**config.mk**
```make
export PLATFORM = sky130hd
export DESIGN_NAME = modular_exponentiation
export DESIGN_NICKNAME = d
export VERILOG_FILES = /design/src/hdl/mexp_pkg.sv /design/src/hdl/mexp_cell.sv /design/src/hdl/mexp_mulmod.sv /design/src/hdl/modular_exponentiation.sv
export SDC_FILE = /design/constraint.sdc
export NUM_CORES = 1
export LEC_CHECK = 0
export BUFFER_PORTS_ARGS = -buffer_cell sky130_fd_sc_hd__buf_2
export CORE_UTILIZATION = 61
export CTS_CLUSTER_DIAMETER = 100
export DETAILED_ROUTE_END_ITERATION = 16
export PLACE_DENSITY = 0.9
export RECOVER_POWER = 25
export SLEW_MARGIN = 20
export SYNTH_ARGS = -nofsm -noshare
export SYNTH_HDL_FRONTEND = slang
export SYNTH_HIERARCHICAL = 1
export SYNTH_SLANG_ARGS = --single-unit
export TNS_END_PERCENT = 5
```
**constraint.sdc**
```tcl
create_clock -name clock -period 76.9 [get_ports clock]
set_input_delay 7.69 -clock clock [delete_from_list [all_inputs] [get_ports clock]]
set_output_delay 7.69 -clock clock [all_outputs]
set_load 0.1 [all_outputs]
```
**src/hdl/mexp_pkg.sv**
```systemverilog
`default_nettype none
package mexp_pkg;

   localparam int WIDTH = 64;
   localparam int FIELD_WIDTH = 64;
   localparam int COUNT_WIDTH = $clog2(WIDTH + 1);

   typedef enum logic [2:0] {
      ST_IDLE,
      ST_REDUCE,
      ST_MULT,
      ST_SQUARE,
      ST_FINISH
   } state_type;

   // Borrow and carry chains that ripple from cell to cell.
   typedef struct packed {
      logic b1;
      logic c;
      logic b2;
   } chain_type;

   // Select decisions broadcast back to every cell.
   typedef struct packed {
      logic sub1;
      logic sub2;
   } select_type;

   typedef struct packed {
      logic start;
      logic add_mode;
   } ctrl_type;

endpackage
`default_nettype wire

```
**src/hdl/mexp_cell.sv**
```systemverilog
`default_nettype none
module mexp_cell
   import mexp_pkg::*;
(
   input  wire logic       clock,
   input  wire logic       clear,
   input  wire logic       step,
   input  wire logic       d_in,
   input  wire logic       m_bit,
   input  wire logic       x_bit,
   input  wire logic       add_en,
   input  wire select_type sel,
   input  wire chain_type  chain_in,
   output chain_type       chain_out,
   output logic            acc_out
);

   logic acc_ff;
   logic acc_in;
   logic t1;
   logic r;
   logic xa;
   logic s;
   logic u;

   // The doubled value arrives from the lower neighbor; subtract m, add x, subtract m.
   always_comb begin
      t1 = d_in ^ m_bit ^ chain_in.b1;
      chain_out.b1 = (~d_in & m_bit) | (~(d_in ^ m_bit) & chain_in.b1);
      r = sel.sub1 ? t1 : d_in;
      xa = x_bit & add_en;
      s = r ^ xa ^ chain_in.c;
      chain_out.c = (r & xa) | (chain_in.c & (r ^ xa));
      u = s ^ m_bit ^ chain_in.b2;
      chain_out.b2 = (~s & m_bit) | (~(s ^ m_bit) & chain_in.b2);
      acc_in = sel.sub2 ? u : s;
   end

   always_ff @(posedge clock) begin
      if (clear) begin
         acc_ff <= 1'b0;
      end else if (step) begin
         acc_ff <= acc_in;
      end
   end

   assign acc_out = acc_ff;

endmodule
`default_nettype wire

```
**src/hdl/mexp_mulmod.sv**
```systemverilog
`default_nettype none
module mexp_mulmod
   import mexp_pkg::*;
(
   input  wire logic             clock,
   input  wire logic             reset,
   input  wire ctrl_type         ctrl,
   input  wire logic [WIDTH-1:0] x,
   input  wire logic [WIDTH-1:0] y,
   input  wire logic [WIDTH-1:0] m,
   output logic                  done,
   output logic [WIDTH-1:0]      result
);

   logic                   running_ff;
   logic                   running_in;
   logic [COUNT_WIDTH-1:0] cnt_ff;
   logic [COUNT_WIDTH-1:0] cnt_in;
   logic [WIDTH-1:0]       x_ff;
   logic [WIDTH-1:0]       y_ff;
   logic [WIDTH-1:0]       m_ff;
   logic                   add_mode_ff;
   logic                   step;
   logic                   in_bit;
   logic                   add_en;
   logic [WIDTH-1:0]       acc;
   chain_type              chain [WIDTH+1];
   select_type             sel;

   assign step = running_ff && (cnt_ff != '0);
   assign done = running_ff && (cnt_ff == '0);

   // In reduce mode the y word is shifted in as a dividend; otherwise it is the multiplier.
   assign in_bit = add_mode_ff ? 1'b0 : y_ff[WIDTH-1];
   assign add_en = add_mode_ff & y_ff[WIDTH-1];

   assign chain[0] = '0;
   assign sel.sub1 = acc[WIDTH-1] | ~chain[WIDTH].b1;
   assign sel.sub2 = chain[WIDTH].c | ~chain[WIDTH].b2;

   for (genvar i = 0; i < WIDTH; i++) begin : g_cell
      mexp_cell u_cell (
         .clock     (clock),
         .clear     (ctrl.start),
         .step      (step),
         .d_in      ((i == 0) ? in_bit : acc[(i == 0) ? 0 : i - 1]),
         .m_bit     (m_ff[i]),
         .x_bit     (x_ff[i]),
         .add_en    (add_en),
         .sel       (sel),
         .chain_in  (chain[i]),
         .chain_out (chain[i+1]),
         .acc_out   (acc[i])
      );
   end

   always_comb begin
      running_in = running_ff;
      cnt_in = cnt_ff;
      if (ctrl.start) begin
         running_in = 1'b1;
         cnt_in = COUNT_WIDTH'(WIDTH);
      end else if (step) begin
         cnt_in = cnt_ff - COUNT_WIDTH'(1);
      end else if (done) begin
         running_in = 1'b0;
      end
   end

   always_ff @(posedge clock) begin
      if (reset) begin
         running_ff <= 1'b0;
         cnt_ff <= '0;
      end else begin
         running_ff <= running_in;
         cnt_ff <= cnt_in;
      end
   end

   always_ff @(posedge clock) begin
      if (ctrl.start) begin
         x_ff <= x;
         y_ff <= y;
         m_ff <= m;
         add_mode_ff <= ctrl.add_mode;
      end else if (step) begin
         y_ff <= {y_ff[WIDTH-2:0], 1'b0};
      end
   end

   assign result = acc;

`ifndef NO_ASSERTIONS
   a_no_restart: assert property (@(posedge clock) disable iff (reset)
      !(ctrl.start && running_ff && !done))
      else $error("multiplier restarted while busy");
   a_reduced: assert property (@(posedge clock) disable iff (reset)
      done |-> (result < m_ff))
      else $error("multiplier result not reduced");
   a_done_once: assert property (@(posedge clock) disable iff (reset)
      (done && !ctrl.start) |=> !running_ff)
      else $error("multiplier stayed busy after done");
`endif

endmodule
`default_nettype wire

```
**src/hdl/modular_exponentiation.sv**
```systemverilog
`default_nettype none
// Computes base^exponent mod modulus on unsigned 64-bit operands by right-to-left
// square-and-multiply. One request is worked on at a time; req_stall is high while it
// runs. A row of one-bit cells forms a bit-serial modular multiplier; a request first
// reduces the base, then takes a square for each exponent bit up to the highest set bit
// and a multiply for each set bit. A zero modulus returns 0 with zero_modulus_error set,
// and a zero exponent returns 1, both without using the multiplier. The result waits in
// an output register while the next request is taken.
module modular_exponentiation
   import mexp_pkg::*;
(
   input  wire logic                   clock,
   input  wire logic                   reset,
   input  wire logic                   req_valid,
   output logic                        req_stall,
   input  wire logic [FIELD_WIDTH-1:0] req_base,
   input  wire logic [FIELD_WIDTH-1:0] req_exponent,
   input  wire logic [FIELD_WIDTH-1:0] req_modulus,
   output logic                        rsp_valid,
   input  wire logic                   rsp_stall,
   output logic [FIELD_WIDTH-1:0]      rsp_power_result,
   output logic                        rsp_zero_modulus_error
);

   state_type        state_ff;
   state_type        state_in;
   logic [WIDTH-1:0] acc_ff;
   logic [WIDTH-1:0] acc_in;
   logic [WIDTH-1:0] pw_ff;
   logic [WIDTH-1:0] pw_in;
   logic [WIDTH-1:0] e_ff;
   logic [WIDTH-1:0] e_in;
   logic [WIDTH-1:0] m_ff;
   logic [WIDTH-1:0] m_in;
   logic             err_ff;
   logic             err_in;
   logic             rsp_valid_ff;
   logic             rsp_valid_in;
   logic [WIDTH-1:0] rsp_result_ff;
   logic             rsp_err_ff;
   logic             load_rsp;
   ctrl_type         ctrl;
   logic [WIDTH-1:0] mul_x;
   logic [WIDTH-1:0] mul_y;
   logic [WIDTH-1:0] mul_m;
   logic             mul_done;
   logic [WIDTH-1:0] mul_result;
   logic [WIDTH-1:0] e_next;
   logic [WIDTH-1:0] req_b;
   logic [WIDTH-1:0] req_e;
   logic [WIDTH-1:0] req_m;

   assign req_b = req_base[WIDTH-1:0];
   assign req_e = req_exponent[WIDTH-1:0];
   assign req_m = req_modulus[WIDTH-1:0];
   assign req_stall = (state_ff != ST_IDLE);
   assign e_next = e_ff >> 1;

   mexp_mulmod u_mulmod (
      .clock  (clock),
      .reset  (reset),
      .ctrl   (ctrl),
      .x      (mul_x),
      .y      (mul_y),
      .m      (mul_m),
      .done   (mul_done),
      .result (mul_result)
   );

   always_comb begin
      state_in = state_ff;
      acc_in = acc_ff;
      pw_in = pw_ff;
      e_in = e_ff;
      m_in = m_ff;
      err_in = err_ff;
      ctrl = '0;
      mul_x = '0;
      mul_y = '0;
      mul_m = m_ff;
      load_rsp = 1'b0;
      case (state_ff)
         ST_IDLE: begin
            if (req_valid) begin
               e_in = req_e;
               m_in = req_m;
               err_in = 1'b0;
               if (req_m == '0) begin
                  acc_in = '0;
                  err_in = 1'b1;
                  state_in = ST_FINISH;
               end else if (req_e == '0) begin
                  acc_in = WIDTH'(1);
                  state_in = ST_FINISH;
               end else begin
                  // Reduce the base by shifting it in through the multiplier row.
                  ctrl.start = 1'b1;
                  ctrl.add_mode = 1'b0;
                  mul_y = req_b;
                  mul_m = req_m;
                  state_in = ST_REDUCE;
               end
            end
         end
         ST_REDUCE: begin
            if (mul_done) begin
               pw_in = mul_result;
               acc_in = (m_ff == WIDTH'(1)) ? '0 : WIDTH'(1);
               ctrl.start = 1'b1;
               ctrl.add_mode = 1'b1;
               mul_x = mul_result;
               if (e_ff[0]) begin
                  mul_y = acc_in;
                  state_in = ST_MULT;
               end else begin
                  mul_y = mul_result;
                  state_in = ST_SQUARE;
               end
            end
         end
         ST_MULT: begin
            if (mul_done) begin
               acc_in = mul_result;
               ctrl.start = 1'b1;
               ctrl.add_mode = 1'b1;
               mul_x = pw_ff;
               mul_y = pw_ff;
               state_in = ST_SQUARE;
            end
         end
         ST_SQUARE: begin
            if (mul_done) begin
               pw_in = mul_result;
               e_in = e_next;
               if (e_next == '0) begin
                  state_in = ST_FINISH;
               end else begin
                  ctrl.start = 1'b1;
                  ctrl.add_mode = 1'b1;
                  mul_x = mul_result;
                  if (e_next[0]) begin
                     mul_y = acc_ff;
                     state_in = ST_MULT;
                  end else begin
                     mul_y = mul_result;
                     state_in = ST_SQUARE;
                  end
               end
            end
         end
         ST_FINISH: begin
            if (!rsp_valid_ff || !rsp_stall) begin
               load_rsp = 1'b1;
               state_in = ST_IDLE;
            end
         end
         default: begin
            state_in = ST_IDLE;
         end
      endcase
   end

   always_comb begin
      rsp_valid_in = rsp_valid_ff;
      if (load_rsp) begin
         rsp_valid_in = 1'b1;
      end else if (!rsp_stall) begin
         rsp_valid_in = 1'b0;
      end
   end

   always_ff @(posedge clock) begin
      if (reset) begin
         state_ff <= ST_IDLE;
         rsp_valid_ff <= 1'b0;
      end else begin
         state_ff <= state_in;
         rsp_valid_ff <= rsp_valid_in;
      end
   end

   always_ff @(posedge clock) begin
      acc_ff <= acc_in;
      pw_ff <= pw_in;
      e_ff <= e_in;
      m_ff <= m_in;
      err_ff <= err_in;
      if (load_rsp) begin
         rsp_result_ff <= acc_ff;
         rsp_err_ff <= err_ff;
      end
   end

   assign rsp_valid = rsp_valid_ff;
   assign rsp_power_result = FIELD_WIDTH'(rsp_result_ff);
   assign rsp_zero_modulus_error = rsp_err_ff;

`ifndef NO_ASSERTIONS
   a_err_zero: assert property (@(posedge clock) disable iff (reset)
      (rsp_valid && rsp_zero_modulus_error) |-> (rsp_power_result == '0))
      else $error("error response with nonzero result");
   a_done_in_work: assert property (@(posedge clock) disable iff (reset)
      mul_done |-> (state_ff == ST_REDUCE || state_ff == ST_MULT || state_ff == ST_SQUARE))
      else $error("multiplier finished outside a working state");
   a_no_overwrite: assert property (@(posedge clock) disable iff (reset)
      (rsp_valid_ff && rsp_stall) |-> !load_rsp)
      else $error("pending response overwritten");
`endif

endmodule
`default_nettype wire

```
==> results.ini <==
[power]
p_leak_nw = 14.0
p_per_area_mw_per_mm2 = 25.5
vdd_drop_max_v = 0.0000188

[routing]
wl_met3_mm = 7.08
dr.pass1.iters = 7
drt-met1-wl_mm = 28.4
viasPerCell = 6.14
drc = 0
vias = 20487
wire_per_inst_um = 22.8
drt_iter0_markers = 2033
wirelength_mm = 75.9
drtAntennaViolNets = 0
wl_met2_mm = 37.0
dr.max_layer_used = met5

[timing]
setup_tns_ns = 0
fin_crit_ns = 66.99
fin_skew_ns = 0.0197
hold_viol = 0
slew_headroom_pct = -204
rsz0062_at_grt = no
fmax_ghz = 0.0149
setup_slack_ns = 9.91
setup_viol = 0
worst_pin_slew_ns = 4.56
post-route-period-util_pct = 87.1
final_max_slew_viol_count = 185

[hold_path]
min_path_type = reg -> reg
min_to = rsp_zero_modulus_error
min_delay_path_depth = 0
worst_hold_startpoint = err_ff

[clock_tree]
post_cts_resized = 0
htree_num_levels = 2
post_cts_buffers = 0
hold_buffers = 0
cts_buffers = 60
clk-insertion-delay-late_ns = 0.64
clkSinkCount = 591
clk_pin_slew_ns = 0.06
ctsRootBufferMaster = clkbuf_16
cts_tree = done
clock_tree.buffer_depth = 3

[global_routing]
grt_pass1_vias = 21522
grt_max_degree = 181
grt_pass1_wl_mm = 120
globalRouteOverflowTotal = 0
antenna_found_initial = 14
grt_usage_pct = 29.4

[critical_path]
path_max_fanout = 90
start_kind = flop
endpoint_kind = flop
reg2reg_slack_ns = 9.91
critical_path_required_ns = 77.42
critPathMaxStageDelay_ns = 0.85
r2r_start = u_mulmod/y_ff[63]
worstReg2RegEnd = u_mulmod/g_cell[6].u_cell/acc_out
crit_type = reg -> reg
cpMostUsedCell = inv_1
crit_slowest_cell = buf_4
cp.arrival_ns = 67.52
r2r_cells = 389

[synth]
synth_edf_count = 515
ys.flop_type = edfxtp_1
syn_inst = 2332
synth_cell_types = 61
ys_async_sr_fraction_pct = 0
syn_avg_cell_area_um2 = 13.5
netlist_top_cells_area = edfxtp_1, fa_1, mux2_2, inv_1, dfxtp_1
syn_area_mm2 = 0.0315
ys_seq_elements = 591
synth_top_area_cell = edfxtp_1
synth_top_area_share_pct = 49.1
seq_area_frac_synth_pct = 53.9
synth_warnings = 6

[final_layout]
drive_gt1_share_pct = 23.4
nets = 2990
final_cell_mix = edfxtp_1, inv_1, buf_2, fa_1, mux2_2
area_delta_synth_final_pct = 13.2
layout_commonest_cell = edfxtp_1

[place]
place_congestion = 0.914
dp_worst_setup_slack_ns = 10.59
dp.final_hpwl_mm = 48.1
port_buffers = 262

[flow_run]
maxCapViolations = 4

[floorplan]
die_x_um = 229
die-area_mm2 = 0.0526
boundaryPins = 263
rows = 82
start_util_pct = 62.3
die_y_um = 229
core_mm2 = 0.0506

[status]
status = complete, but fails checks
violations = capacitance limit, slew limit

-- per-stage QoR --
step / instance area [um2] / power [mW] / hold WS (ns) / instances / utilization (%)
4_1_cts: 35700 / 0.912 / 0.419 / 3325 / 70.6
2_1_floorplan: 31500 / 0.543 / 0.400 / 2334 / -
3_5_place_dp: 33600 / 0.596 / 0.405 / 3211 / 66.4
3_3_place_gp: 33600 / 0.580 / 0.404 / 3211 / 66.4
5_1_grt: 35700 / 0.946 / 0.429 / 3333 / 70.5
6_report: 35700 / 0.911 / 0.417 / 3335 / 70.6
-- how the worst max path moves through the flow --
stage / start / end / slack [ns]
after global routing: u_mulmod/y_ff[63] / u_mulmod/g_cell[8].u_cell/acc_out / 6.30
after detailed placement: u_mulmod/y_ff[63] / u_mulmod/g_cell[8].u_cell/acc_out / 10.59
after global placement: u_mulmod/y_ff[63] / u_mulmod/g_cell[6].u_cell/acc_out / 12.55
final: u_mulmod/y_ff[63] / u_mulmod/g_cell[6].u_cell/acc_out / 9.91
after CTS: u_mulmod/y_ff[63] / u_mulmod/g_cell[6].u_cell/acc_out / 9.92
after floorplan: u_mulmod/y_ff[63] / u_mulmod/g_cell[0].u_cell/acc_out / 12.51
-- critical path: cells and delay by family (launching register included) --
| kind | cells | cell delay, ns |
|---|---|---|
| fa+ha+maj | 129 | 49.62 |
| buf+inv | 254 | 15.16 |
| compound gates | 1 | 0.29 |
| flops | 1 | 0.37 |
| simple gates | 3 | 0.75 |
| mux | 2 | 0.48 |
-- Yosys cell counts, types with 5 or more instances --
master / count
or3b_1: 35
nor2_1: 7
nor3b_1: 29
a21oi_1: 13
buf_4: 7
nand4_1: 16
fa_1: 192
buf_1: 8
buf_2: 20
mux2_2: 190
nand2_1: 80
a31o_1: 29
dfxtp_1: 76
o41ai_2: 35
a22o_1: 64
nor4_1: 63
a32o_1: 63
edfxtp_1: 515
clkbuf_1: 41
inv_1: 496
and2_1: 68
a221o_1: 63
nor2b_1: 71
mux2i_1: 95
or2_2: 5
-- layout make-up --
class	count	area [um2]
fillers	3043	14900
flip-flops and latches	591	17000
clock inverters	31	488
inverters	497	1870
diodes	10	25.0
multi-input cells	1167	12400
repair buffers	284	1490
clock buffers	83	1640
well taps	672	841
-- registers in the layout, indices dropped and copies added, names as in the netlist, 3 cells and up --
| signal | cells |
|---|---|
| u_mulmod/y_ff | 64 |
| pw_ff | 64 |
| u_mulmod/x_ff | 64 |
| state_ff | 3 |
| u_mulmod/g_cell.u_cell/acc_out | 64 |
| u_mulmod/cnt_ff | 7 |
| rsp_power_result | 64 |
| e_ff | 64 |
| m_ff | 64 |
| u_mulmod/m_ff | 64 |
| acc_ff | 64 |
-- power breakdown --
group	switching (mW)	leakage, nW	internal, mW	total [mW]
clock network	0.127	1.03	0.190	0.317
logic	0.113	7.46	0.0774	0.190
registers	0.0204	5.54	0.384	0.404
total	0.260	14.0	0.651	0.911
-- metal layers --
layer | vias to the layer above | track usage [%]
li1 | 8860 | -
met5 | - | 0
met4 | 12 | 14.3
met1 | 10225 | 37.0
met3 | 213 | 7.32
met2 | 1177 | 48.0
-- cells by family (layout without fill, tap and decap cells) --
kind of cell,count (synthesis),count (layout),share of synthesized area [%]
DFF,591,591,53.9
buffers and inverters,576,895,7.08
and+or+nand+nor,395,395,7.75
AOI/OAI and AO/OA,291,291,9.22
muxes,285,285,9.81
adders and majority gates,193,193,12.2
other,1,13,0.0119
(Power assumes the default switching activity.)
